### src/hw/rtl/gamc_pkg.sv
package gamc_pkg;

   localparam int FRACTION_BITS_DEF    = 20;
   localparam int RESTART_DELAY_MS_DEF = 3000;

   localparam int TIME_W     = 32;
   localparam int RATE_W     = 16;
   localparam int DIFF_W     = RATE_W + 1;
   localparam int GAIN_W     = 16;
   localparam int DEAD_W     = 15;
   localparam int SHORT_W    = 10;
   localparam int PROD_W     = 2 * DIFF_W;
   localparam int SUM_W      = PROD_W + 1;
   localparam int STEP_W     = 8;
   localparam int STEP_MAX   = 127;
   localparam int BTN_W      = 3;

   localparam int CSR_IDX_W  = 3;
   localparam int CSR_DATA_W = 16;
   localparam int REQ_DATA_W = 72;
   localparam int RSP_DATA_W = 32;

   localparam logic [RATE_W-1:0]  OFFSET_Y_RST = '0;
   localparam logic [RATE_W-1:0]  OFFSET_Z_RST = '0;
   localparam logic [DEAD_W-1:0]  DEAD_BAND_RST = 15'd100;
   localparam logic [GAIN_W-1:0]  GAIN_RST = 16'd2996;
   localparam logic [16-1:0]      IDLE_AFTER_RST = 16'd5000;
   localparam logic [SHORT_W-1:0] FREEZE_RST = 10'd150;
   localparam logic [SHORT_W-1:0] SCROLL_GAP_RST = 10'd50;
   localparam logic [16-1:0]      HOLD_RST = 16'd2000;

   typedef enum logic [CSR_IDX_W-1:0] {
      CSR_OFFSET_Y      = 3'd0,
      CSR_OFFSET_Z      = 3'd1,
      CSR_DEAD_BAND     = 3'd2,
      CSR_GAIN_Q20      = 3'd3,
      CSR_IDLE_AFTER_MS = 3'd4,
      CSR_FREEZE_MS     = 3'd5,
      CSR_SCROLL_GAP_MS = 3'd6,
      CSR_HOLD_MS       = 3'd7
   } csr_index_type;

endpackage

### src/hw/rtl/gyro_air_mouse_controller.sv
// A request transfer is captured in the input register, and its result is then
// written to the result register; the controller state updates with it.
// Throughput: one sample per cycle; the result register frees the input side,
// so a waiting result only stalls requests once both stages are full.
// Reset (synchronous, active high) restores the register defaults and clears
// all mode, timer and carry state; no clearing pass is needed.
module gyro_air_mouse_controller
   import gamc_pkg::*;
#(
   parameter int FRACTION_BITS    = FRACTION_BITS_DEF,
   parameter int RESTART_DELAY_MS = RESTART_DELAY_MS_DEF
) (
   input  logic                  clock,
   input  logic                  reset,
   input  logic                  req_tvalid,
   output logic                  req_tready,
   // now_ms[31:0], link_up[32], rate_y[48:33], rate_z[64:49], press_left[65],
   // press_right[66], press_middle[67], press_scroll_up[68],
   // press_scroll_down[69], zero fill[71:70]
   input  logic [REQ_DATA_W-1:0] req_tdata,
   output logic                  rsp_tvalid,
   input  logic                  rsp_tready,
   // buttons_reported[2:0], step_x[10:3], step_y[18:11], scroll_up_step[19],
   // scroll_down_step[20], idle_now[21], sensor_sleep[22], recal_request[23],
   // restart_request[24], zero fill[31:25]
   output logic [RSP_DATA_W-1:0] rsp_tdata,
   input  logic                  csr_valid,
   output logic                  csr_ready,
   input  logic [CSR_IDX_W-1:0]  csr_index,
   input  logic [CSR_DATA_W-1:0] csr_data
);

   localparam int WHOLE_W = SUM_W - FRACTION_BITS;

   typedef struct packed {
      logic                        neg;
      logic [WHOLE_W-1:0]          whole_mag;
      logic [FRACTION_BITS-1:0]    frac;
   } axis_type;

   function automatic axis_type axis_move(input logic signed [DIFF_W-1:0] e,
                                          input logic signed [FRACTION_BITS:0] carry,
                                          input logic [DEAD_W-1:0] dead,
                                          input logic [GAIN_W-1:0] gain);
      logic signed [DIFF_W-1:0] gs;
      logic signed [PROD_W-1:0] prod;
      logic signed [SUM_W-1:0]  sum;
      logic [DIFF_W-1:0]        emag;
      logic [SUM_W-1:0]         smag;
      axis_type                 res;
      gs   = $signed({1'b0, gain});
      prod = e * gs;
      emag = e[DIFF_W-1] ? DIFF_W'(-e) : DIFF_W'(e);
      sum  = SUM_W'(carry);
      if (emag > {{(DIFF_W-DEAD_W){1'b0}}, dead}) begin
         sum = sum - SUM_W'(prod);
      end
      smag          = sum[SUM_W-1] ? SUM_W'(-sum) : SUM_W'(sum);
      res.neg       = sum[SUM_W-1];
      res.whole_mag = smag[SUM_W-1:FRACTION_BITS];
      res.frac      = smag[FRACTION_BITS-1:0];
      return res;
   endfunction

   function automatic logic signed [FRACTION_BITS:0] axis_rem(input axis_type a);
      logic signed [FRACTION_BITS:0] m;
      m = $signed({1'b0, a.frac});
      return a.neg ? -m : m;
   endfunction

   function automatic logic [STEP_W-1:0] axis_step(input axis_type a);
      logic [STEP_W-1:0] m;
      if (a.whole_mag > WHOLE_W'(STEP_MAX)) begin
         m = STEP_W'(STEP_MAX);
      end else begin
         m = a.whole_mag[STEP_W-1:0];
      end
      return a.neg ? STEP_W'(-m) : m;
   endfunction

   logic [RATE_W-1:0]  offset_y_ff, offset_z_ff;
   logic [DEAD_W-1:0]  dead_band_ff;
   logic [GAIN_W-1:0]  gain_ff;
   logic [15:0]        idle_after_ff, hold_ff;
   logic [SHORT_W-1:0] freeze_ff, scroll_gap_ff;

   logic                  req_valid_ff;
   logic [REQ_DATA_W-1:0] req_data_ff;
   logic                  rsp_valid_ff;
   logic [RSP_DATA_W-1:0] rsp_data_ff, rsp_data_in;
   logic                  advance;

   logic                          idle_ff, idle_in, hold_flag_ff, hold_flag_in;
   logic                          ever_linked_ff, ever_linked_in, down_armed_ff, down_armed_in;
   logic [TIME_W-1:0]             last_act_ff, last_act_in, hold_start_ff, hold_start_in;
   logic [TIME_W-1:0]             freeze_start_ff, freeze_start_in;
   logic [TIME_W-1:0]             scroll_last_ff, scroll_last_in, down_start_ff, down_start_in;
   logic [BTN_W-1:0]              prev_btn_ff, prev_btn_in, held_ff, held_in;
   logic signed [FRACTION_BITS:0] carry_x_ff, carry_x_in, carry_y_ff, carry_y_in;

   logic [TIME_W-1:0]        now;
   logic                     link, pl, pr, pm, psu, psd, any;
   logic [BTN_W-1:0]         cur, rise, fall;
   logic signed [DIFF_W-1:0] ey, ez;
   logic [DIFF_W-1:0]        mag_y, mag_z, lim;
   axis_type                 ax, ay;

   logic [STEP_W-1:0] sx, sy;
   logic              scu, scd, sleep, recal, restart, skip;

   assign now  = req_data_ff[31:0];
   assign link = req_data_ff[32];
   assign ey   = $signed({req_data_ff[48], req_data_ff[48:33]})
               - $signed({offset_y_ff[RATE_W-1], offset_y_ff});
   assign ez   = $signed({req_data_ff[64], req_data_ff[64:49]})
               - $signed({offset_z_ff[RATE_W-1], offset_z_ff});
   assign pl   = req_data_ff[65];
   assign pr   = req_data_ff[66];
   assign pm   = req_data_ff[67];
   assign psu  = req_data_ff[68];
   assign psd  = req_data_ff[69];
   assign any  = pl | pr | pm | psu | psd;
   assign cur  = {pm, pr, pl};

   assign mag_y = ey[DIFF_W-1] ? DIFF_W'(-ey) : DIFF_W'(ey);
   assign mag_z = ez[DIFF_W-1] ? DIFF_W'(-ez) : DIFF_W'(ez);
   assign lim   = {1'b0, dead_band_ff, 1'b0};

   assign ax = axis_move(ez, carry_x_ff, dead_band_ff, gain_ff);
   assign ay = axis_move(ey, carry_y_ff, dead_band_ff, gain_ff);

   assign advance    = req_valid_ff & (~rsp_valid_ff | rsp_tready);
   assign req_tready = ~req_valid_ff | advance;
   assign rsp_tvalid = rsp_valid_ff;
   assign rsp_tdata  = rsp_data_ff;
   assign csr_ready  = 1'b1;

   always_comb begin
      idle_in         = idle_ff;
      hold_flag_in    = hold_flag_ff;
      ever_linked_in  = ever_linked_ff;
      down_armed_in   = down_armed_ff;
      last_act_in     = last_act_ff;
      hold_start_in   = hold_start_ff;
      freeze_start_in = freeze_start_ff;
      scroll_last_in  = scroll_last_ff;
      down_start_in   = down_start_ff;
      prev_btn_in     = prev_btn_ff;
      held_in         = held_ff;
      carry_x_in      = carry_x_ff;
      carry_y_in      = carry_y_ff;
      sx      = '0;
      sy      = '0;
      scu     = 1'b0;
      scd     = 1'b0;
      sleep   = 1'b0;
      recal   = 1'b0;
      restart = 1'b0;
      skip    = 1'b0;
      rise    = cur & ~prev_btn_ff;
      fall    = ~cur & prev_btn_ff;

      if (!link) begin
         if (ever_linked_ff) begin
            if (!down_armed_ff) begin
               down_armed_in = 1'b1;
               down_start_in = now;
            end else if (now - down_start_ff > TIME_W'(RESTART_DELAY_MS)) begin
               restart = 1'b1;
            end
         end
      end else begin
         ever_linked_in = 1'b1;
         down_armed_in  = 1'b0;
         if (!idle_ff && (now - last_act_ff > {16'd0, idle_after_ff})) begin
            idle_in = 1'b1;
         end
         if (idle_in) begin
            if (mag_z > lim || mag_y > lim || any) begin
               idle_in     = 1'b0;
               last_act_in = now;
            end else begin
               sleep = 1'b1;
            end
         end else begin
            if (any) begin
               last_act_in = now;
            end
            if (pl && pr) begin
               if (!hold_flag_ff) begin
                  hold_flag_in  = 1'b1;
                  hold_start_in = now;
               end else if (now - hold_start_ff >= {16'd0, hold_ff}) begin
                  held_in      = held_ff & 3'b100;
                  carry_x_in   = '0;
                  carry_y_in   = '0;
                  recal        = 1'b1;
                  hold_flag_in = 1'b0;
                  last_act_in  = now;
                  skip         = 1'b1;
               end
            end else begin
               hold_flag_in = 1'b0;
            end
            if (!skip) begin
               if (!hold_flag_in) begin
                  if (rise != '0) begin
                     freeze_start_in = now;
                  end
                  held_in = (held_ff | rise) & ~fall;
               end
               prev_btn_in = cur;
               if (now - freeze_start_in > {22'd0, freeze_ff}) begin
                  carry_x_in = axis_rem(ax);
                  carry_y_in = axis_rem(ay);
                  if (ax.whole_mag != '0 || ay.whole_mag != '0) begin
                     sx          = axis_step(ax);
                     sy          = axis_step(ay);
                     last_act_in = now;
                  end
               end else begin
                  carry_x_in = '0;
                  carry_y_in = '0;
               end
               if ((psu || psd) && (now - scroll_last_ff >= {22'd0, scroll_gap_ff})) begin
                  scu            = psu;
                  scd            = psd;
                  scroll_last_in = now;
               end
            end
         end
      end

      rsp_data_in = {7'd0, restart, recal, sleep, idle_in, scd, scu, sy, sx, held_in};
   end

   always_ff @(posedge clock) begin
      if (reset) begin
         offset_y_ff   <= OFFSET_Y_RST;
         offset_z_ff   <= OFFSET_Z_RST;
         dead_band_ff  <= DEAD_BAND_RST;
         gain_ff       <= GAIN_RST;
         idle_after_ff <= IDLE_AFTER_RST;
         freeze_ff     <= FREEZE_RST;
         scroll_gap_ff <= SCROLL_GAP_RST;
         hold_ff       <= HOLD_RST;
      end else if (csr_valid && csr_ready) begin
         case (csr_index_type'(csr_index))
            CSR_OFFSET_Y:      offset_y_ff   <= csr_data;
            CSR_OFFSET_Z:      offset_z_ff   <= csr_data;
            CSR_DEAD_BAND:     dead_band_ff  <= csr_data[DEAD_W-1:0];
            CSR_GAIN_Q20:      gain_ff       <= csr_data;
            CSR_IDLE_AFTER_MS: idle_after_ff <= csr_data;
            CSR_FREEZE_MS:     freeze_ff     <= csr_data[SHORT_W-1:0];
            CSR_SCROLL_GAP_MS: scroll_gap_ff <= csr_data[SHORT_W-1:0];
            CSR_HOLD_MS:       hold_ff       <= csr_data;
            default: begin
            end
         endcase
      end
   end

   always_ff @(posedge clock) begin
      if (reset) begin
         req_valid_ff <= 1'b0;
         rsp_valid_ff <= 1'b0;
      end else begin
         if (req_tready) begin
            req_valid_ff <= req_tvalid;
         end
         if (advance) begin
            rsp_valid_ff <= 1'b1;
         end else if (rsp_tready) begin
            rsp_valid_ff <= 1'b0;
         end
      end
   end

   always_ff @(posedge clock) begin
      if (req_tvalid && req_tready) begin
         req_data_ff <= req_tdata;
      end
      if (advance) begin
         rsp_data_ff <= rsp_data_in;
      end
   end

   always_ff @(posedge clock) begin
      if (reset) begin
         idle_ff         <= 1'b0;
         hold_flag_ff    <= 1'b0;
         ever_linked_ff  <= 1'b0;
         down_armed_ff   <= 1'b0;
         last_act_ff     <= '0;
         hold_start_ff   <= '0;
         freeze_start_ff <= '0;
         scroll_last_ff  <= '0;
         down_start_ff   <= '0;
         prev_btn_ff     <= '0;
         held_ff         <= '0;
         carry_x_ff      <= '0;
         carry_y_ff      <= '0;
      end else if (advance) begin
         idle_ff         <= idle_in;
         hold_flag_ff    <= hold_flag_in;
         ever_linked_ff  <= ever_linked_in;
         down_armed_ff   <= down_armed_in;
         last_act_ff     <= last_act_in;
         hold_start_ff   <= hold_start_in;
         freeze_start_ff <= freeze_start_in;
         scroll_last_ff  <= scroll_last_in;
         down_start_ff   <= down_start_in;
         prev_btn_ff     <= prev_btn_in;
         held_ff         <= held_in;
         carry_x_ff      <= carry_x_in;
         carry_y_ff      <= carry_y_in;
      end
   end

endmodule
### config.mk
export PLATFORM = sky130hd
export DESIGN_NAME = gyro_air_mouse_controller
export DESIGN_NICKNAME = d
export VERILOG_FILES = /design/src/hw/rtl/gamc_pkg.sv /design/src/hw/rtl/gyro_air_mouse_controller.sv
export SDC_FILE = /design/constraint.sdc
export NUM_CORES = 2
export LEC_CHECK = 0
export BUFFER_PORTS_ARGS = -buffer_cell sky130_fd_sc_hd__clkbuf_2
export CORE_AREA = 2 2 576 349
export DETAILED_ROUTE_END_ITERATION = 6
export DIE_AREA = 0 0 578 351
export GPL_TIMING_DRIVEN = 0
export PLACE_DENSITY = 0.41
export SYNTH_ARGS = -nofsm -noshare
export SYNTH_HDL_FRONTEND = slang
export SYNTH_SLANG_ARGS = --single-unit
### constraint.sdc
create_clock -name clock -period 19.18 [get_ports clock]
set_input_delay 1.918 -clock clock [delete_from_list [all_inputs] [get_ports clock]]
set_output_delay 1.918 -clock clock [all_outputs]
set_load 0.005 [all_outputs]
# --- Word level (Yosys, flattened, before mapping) ---
# Index checks and enable logic that the tools add are counted.
word_totals:
  latchBits: 0
  mem_count: 0
  ramBits: 0
  romBits: 0
  register_bits: 424
  elab_cells: 202
op_classes:
  n_bitwise: 25
  n_lt_le_gt_ge: 11
  n_mul: 2
  add_sub_neg: 17
  div_mod_pow: 0
  shift: 0
  n_eq_ne: 11
  muxes: 70
  n_reduce_logical: 36
op_table:
  columns: ["operator", "count"]
  rows:
  - ["two-way mux 32 bit", 14]
  - ["two-way mux 21 bit", 9]
  - ["subtractor 32 bit", 5]
  - ["two-way mux 35 bit", 4]
  - ["two-way mux 8 bit", 14]
  - ["negation 35 bit", 2]
  - ["subtractor 21 x 34 -> 35 bit", 2]
  - ["multiplier 17 x 17 -> 34 bit", 2]
  - ["negation 20 -> 21 bit", 2]
  - ["greater-than comparator 17 x 15 -> 1 bit", 2]
  - ["greater-than comparator 17 x 16 -> 1 bit", 2]
  - ["two-way mux 17 bit", 2]
  - ["negation 17 bit", 2]
  - ["subtractor 16 x 16 -> 17 bit", 2]
  - ["greater-or-equal comparator 32 x 10 -> 1 bit", 1]
  - ["greater-or-equal comparator 32 x 16 -> 1 bit", 1]
  - ["greater-than comparator 32 x 10 -> 1 bit", 1]
  - ["greater-than comparator 32 x 12 -> 1 bit, second input constant", 1]
  - ["greater-than comparator 32 x 16 -> 1 bit", 1]
  - ["greater-than comparator 15 x 7 -> 1 bit, second input constant", 2]
  - ["nonzero test 15 bit", 2]
  - ["two-way mux 1 bit", 20]
  - ["AND reduction 2 bit", 10]
  - ["negation 8 bit", 2]
  - ["27 further kinds", 67]

# --- Logic depth before layout (Yosys ltp) ---
depth:
  ltp_word: 19
  ltp_mapped: 51
  mapped_depth_nobuf: 50

# --- Worst setup path after synthesis ---
# No wires, ideal clock.
synth_timing:
  path_type: "register to register"
  start: "register req_data_ff[49]"
  end: "register rsp_data_ff[9] (netlist: rsp_tdata[9]) (data pin)"
  t_required_ns: 18.973
  setup_time_ns: 0.207
  period_less_slack_ns: 11.853
  slack_ns: 7.327
  t_arrival_ns: 11.646
  stages_incl_launch_ff: 44
  path_cell_list: "edfxtp_1 -> inv_1 -> ha_1 -> fa_1 -> nand2b_1 -> a21oi_1 -> o41a_1 -> a31oi_1 -> o21ai_0 -> o31ai_1 -> clkbuf_1 -> nand2_1 -> inv_1 -> fa_1 -> inv_1 -> fa_1 -> fa_1 -> fa_1 -> (+8 left out) -> a21oi_1 -> o21ai_0 -> or3_1 -> nor3_1 -> nor3_1 -> or4_1 -> or4_1 -> a211o_1 -> a211oi_1 -> nor3_1 -> nor4b_1 -> o221a_2 -> ha_1 -> nand2_1 -> nor3_1 -> xor2_1 -> mux2_2 -> a2111oi_0"
synth_between:
  elab_chain_len: 16
  elab_cells_between_ends: 22
  classes_between: "5 x add/sub; 1 x mul; 2 x order compare; 10 x mux; 1 x bitwise; 3 x reduce/logical"
synth_rtl:
  columns: ["item", "line", "text"]
  rows:
  - ["from (decl)", "gyro_air_mouse_controller.sv:88", "logic [REQ_DATA_W-1:0] req_data_ff;"]
  - ["from (signal assigned)", "gyro_air_mouse_controller.sv:281", "req_data_ff <= req_tdata;"]
  - ["subtractor 16 x 16 -> 17 bit (*)", "gyro_air_mouse_controller.sv:116", "- $signed({offset_z_ff[RATE_W-1], offset_z_ff});"]
  - ["parallel branches: the longest is 3 deep, another holds subtractor 21 x 34 -> 35 bit", null, null]
  - ["two-way mux 35 bit (*)", "gyro_air_mouse_controller.sv:55", "if (emag > {{(DIFF_W-DEAD_W){1'b0}}, dead}) begin"]
  - ["negation 35 bit", "gyro_air_mouse_controller.sv:58", "smag = sum[SUM_W-1] ? SUM_W'(-sum) : SUM_W'(sum);"]
  - ["two-way mux 35 bit", "gyro_air_mouse_controller.sv:58", null]
  - ["greater-than comparator 15 x 7 -> 1 bit", "gyro_air_mouse_controller.sv:73", "if (a.whole_mag > WHOLE_W'(STEP_MAX)) begin"]
  - ["two-way mux 8 bit", "gyro_air_mouse_controller.sv:73", null]
  - ["two-way mux 8 bit", "gyro_air_mouse_controller.sv:216", "if (ax.whole_mag != '0 || ay.whole_mag != '0) begin"]
  - ["two-way mux 8 bit", "gyro_air_mouse_controller.sv:213", "if (now - freeze_start_in > {22'd0, freeze_ff}) begin"]
  - ["two-way mux 8 bit", "gyro_air_mouse_controller.sv:205", "if (!skip) begin"]
  - ["two-way mux 8 bit", "gyro_air_mouse_controller.sv:178", "if (idle_in) begin"]
  - ["two-way mux 8 bit", "gyro_air_mouse_controller.sv:163", "if (!link) begin"]
  - ["negation 8 bit", "gyro_air_mouse_controller.sv:78", "return a.neg ? STEP_W'(-m) : m;"]
  - ["two-way mux 8 bit", "gyro_air_mouse_controller.sv:78", null]
  - ["to (signal assigned)", "gyro_air_mouse_controller.sv:284", "rsp_data_ff <= rsp_data_in;"]
  - ["to (decl)", "gyro_air_mouse_controller.sv:90", "logic [RSP_DATA_W-1:0] rsp_data_ff, rsp_data_in;"]
# Mark *: on every way between the ends. The select of a mux whose other input is x is not followed.
# A chain may end at the register's enable or synchronous reset.

# --- Final worst setup path ---
# Same ends and word-level chain as after synthesis.

==> reports/summary.log <==
qor: floorplan.floorplan.io_pins 131
qor: clock_tree.worst_skew_late_latency 0.70 ns
qor: setup_path.cp_data_required_time 19.50 ns
qor: clock_tree.post_cts_sizing 0
qor: layout.nets 8702
qor: synthesis.seq_area_frac_synth 0.1597
qor: synthesis.synth_seq_cells 424
qor: synthesis.netlist-cell-type-count 103
qor: job.max-cap-violations 0
qor: clock_tree.cts_inserted_buffers 53
qor: setup_path.cp-end-kind flip-flop
qor: synthesis.synth.largest_area_cell sky130_fd_sc_hd__fa_1
qor: sta.slew_headroom 0.01766
qor: synthesis.synth_edf_count 95
qor: floorplan.chipHeight 351 um
qor: synthesis.yosysWarningCount 0
qor: clock_tree.cts_tree yes
qor: global_routing.globalRouteTotalUtil 0.2312
qor: setup_path.setup.worst_path.class flip-flop to flip-flop
qor: global_routing.grt_pass1_wl 348300 um
qor: clock_tree.clock_sinks 424
qor: sta.finalCritPeriodShare 0.8948
qor: routing.drt_iter0_drc 4984
qor: setup_path.worst_path_largest_cell_delay 1.03 ns
qor: sta.report.final.slew_viol_count 0
qor: floorplan.initial_utilization 0.2982
qor: clock_tree.postCtsSetupRepairBufs 0
qor: outcome.outcome finished, final reports clean
qor: synthesis.synth.area.top_cells sky130_fd_sc_hd__fa_1 20%, sky130_fd_sc_hd__dfxtp_1 11%, sky130_fd_sc_hd__ha_1 11%
qor: routing.drcViolationCount 0
qor: routing.routed_len_inst 23.25 um
qor: synthesis.synth.avg_cell_area 8.068 sq um
qor: synthesis.yosysTopAreaCellShare 0.2002
qor: setup_path.worst_setup_path_start_kind flip-flop
qor: synthesis.synth_most_common_cell sky130_fd_sc_hd__inv_1
qor: routing.drt_wl_total 237100 um
qor: setup_path.timing.critical_path.buf_inv 9
qor: floorplan.rows 127
qor: routing.via_per_inst 5.227
qor: sta.fin_crit 17.16 ns
qor: global_routing.maximum_number_of_pins_on_one_net_before_global_route_repair 50
qor: setup_path.cpMostUsedCell sky130_fd_sc_hd__fa_1
qor: floorplan.floorplan.die_area 202900 sq um
qor: synthesis.synth_xor_area_frac 0.04046
qor: placement.dp_hpwl 197300 um
qor: sta.fmax 0.05827 GHz
qor: synthesis.synth-simple-area-share 0.1995
qor: synthesis.syn-instance-count 7325
qor: global_routing.first_global_vias 50850
qor: synthesis.post_synth_most_frequent_cells 1070 x sky130_fd_sc_hd__inv_1, 860 x sky130_fd_sc_hd__nand2_1, 591 x sky130_fd_sc_hd__fa_1
qor: routing.drt_first_pass_iters 5
qor: floorplan.core_area 198200 sq um
qor: setup_path.cp_slowest_cell sky130_fd_sc_hd__o31ai_1
qor: sta.finalHoldViolCount 0
qor: sta.rsz_0062_raised_after_global_routing false
qor: global_routing.remaining_global_route_overflow 0
qor: layout.n_fill_cell 21280
qor: routing.detailroute.via_count 53310
qor: placement.portBuffers 107
qor: setup_path.critical_path_arrival 17.48 ns
qor: synthesis.synth_compound_gate_area_share 0.1708
qor: floorplan.floorplan.die.width 578 um
qor: clock_tree.cts_hold_buf 0
qor: sta.whs 0.4500 ns
qor: clock_tree.cts.root.buffer_cell sky130_fd_sc_hd__clkbuf_16
qor: clock_tree.clk_pin_slew 0.06 ns
qor: synthesis.synth_top_family_by_area adder cells
qor: synthesis.postSynth.topFlopCell sky130_fd_sc_hd__dfxtp_1
qor: setup_path.path_max_fanout 10
qor: hold_path.hold_path.class flip-flop to flip-flop
qor: placement.dpl-instance-area 63140 sq um
qor: clock_tree.cts.path.max_buffers 3
qor: synthesis.synth_area 59100 sq um
qor: clock_tree.cts_max_level 2
qor: synthesis.asyncSetResetFlopFracSynth 0
qor: sta.final_report_setup_violation_count 0
qor: synthesis.adder_cell_fraction_of_synth_area 0.3099
qor: synthesis.fraction_of_synthesized_area_in_multiplexers 0.02816
qor: setup_path.critical_path.top_delay_family compound AO/OA/AOI/OAI gates
qor: routing.antenna_violating_nets_post_route 0
qor: layout.final_layout_size_suffix_gt1_frac 0.04797
qor: layout.final_design_area_no_fill 64990 sq um
qor: placement.place_congestion 0.9242
qor: layout.layout-area-overhead-vs-synth 9.968%
qor: sta.finalClockSkew 0.05833 ns
qor: sta.tightestPinTransition 1.470 ns
qor: global_routing.grt_antenna_before_repair 22
qor: sta.fin_tns_setup 0 ns
[cell type report]
cell class / count / area (sq um) / share of cell area
flip-flops and latches: 424 / 9439 / 0.1452
diodes: 8 / 20.02 / 0.0003081
clock inverters: 20 / 272.8 / 0.004197
inverters: 1070 / 4016 / 0.06180
well taps: 2644 / 3308 / 0.05091
clock buffers: 78 / 1523 / 0.02343
repair buffers: 118 / 660.6 / 0.01017
plain buffers: 345 / 1384 / 0.02129
multi-input cells: 5492 / 44360 / 0.6826
[metal layers]
metal  up-vias  track usage  part of all wire
met5         -     0.001173           0.00022
met4         6      0.03069             0.013
met3       137      0.04293             0.076
met2      1620       0.3180              0.39
met1     26460       0.3709              0.52
li1      25090            -                 -
[cells by family (layout without fill, tap and decap cells)]
family / after synthesis / after routing
AO/OA/AOI/OAI: 1532 / 1532
buffers and inverters: 1415 / 1631
multiplexers: 163 / 163
adder cells (fa/ha/maj): 1111 / 1111
AND/OR/NAND/NOR: 2405 / 2405
XOR/XNOR: 273 / 273
other: 2 / 16
flip-flops: 424 / 424
[final timing paths]
kind,startpoint,cells past startpoint,end,slack (ns)
hold / removal,hold_start_ff[2]$_SDFFE_PP0P_,2,hold_start_ff[2]$_SDFFE_PP0P_,0.45
hold reg to reg,hold_start_ff[2]$_SDFFE_PP0P_,2,hold_start_ff[2]$_SDFFE_PP0P_,0.45
setup reg to reg,req_data_ff[49]$_DFFE_PP_,44,rsp_tdata[9]$_SDFFCE_PP0P_,2.02
setup / recovery,req_data_ff[49]$_DFFE_PP_,44,rsp_tdata[9]$_SDFFCE_PP0P_,2.02
[worst reg2reg max path: cells and delay by family (launching register included)]
kind	cells	cell delay, ns
muxes	1	0.35
adders and majority gates	10	4.52
AOI/OAI and AO/OA	14	6.53
and+or+nand+nor	9	2.24
xor gates and xnor gates	1	0.22
buffers and inverters	9	2.59
DFF	1	0.37
[sequential cells by signal, indices dropped and copies added, names as in the netlist, 3 cells and up]
register         flops
offset_y_ff         16
scroll_last_ff      32
hold_ff             16
freeze_start_ff     32
down_start_ff       32
carry_y_ff          21
offset_z_ff         16
carry_x_ff          21
rsp_tdata           25
last_act_ff         32
hold_start_ff       32
held_ff              3
scroll_gap_ff       10
req_data_ff         70
gain_ff             16
idle_after_ff       16
freeze_ff           10
prev_btn_ff          3
dead_band_ff        15
[layout by cell type, fill, tap and decap left out, drive strengths merged, types with 51 or more instances in the layout]
cell type	instances
o211ai	75
inv	1074
nor3	130
nor4	51
a21oi	480
a21o	117
and2	287
or3	67
mux2i	140
ha	511
edfxtp	95
buf	54
clkbuf	486
nand2	860
dfxtp	329
and3	67
a211oi	97
xor2	99
nand2b	67
fa	591
nor2	425
xnor2	174
nor2b	115
o21a	53
nand3	115
nand4	81
o21ai	264
[through the flow]
| step | worst slack (ns) | std cells | util |
|---|---|---|---|
| final | 2.018 | 10200 | 0.3280 |
| after global routing | 1.246 | 10190 | 0.3279 |
| after CTS | 1.838 | 10190 | 0.3277 |
| after detailed placement | 1.890 | 10090 | 0.3187 |
| after global placement | 0.1060 | 10080 | 0.3177 |
| after floorplan | 7.327 | 7331 | - |
Power is not shown: default switching activity piles up to over one toggle a cycle in this logic, so the estimate is an artifact.
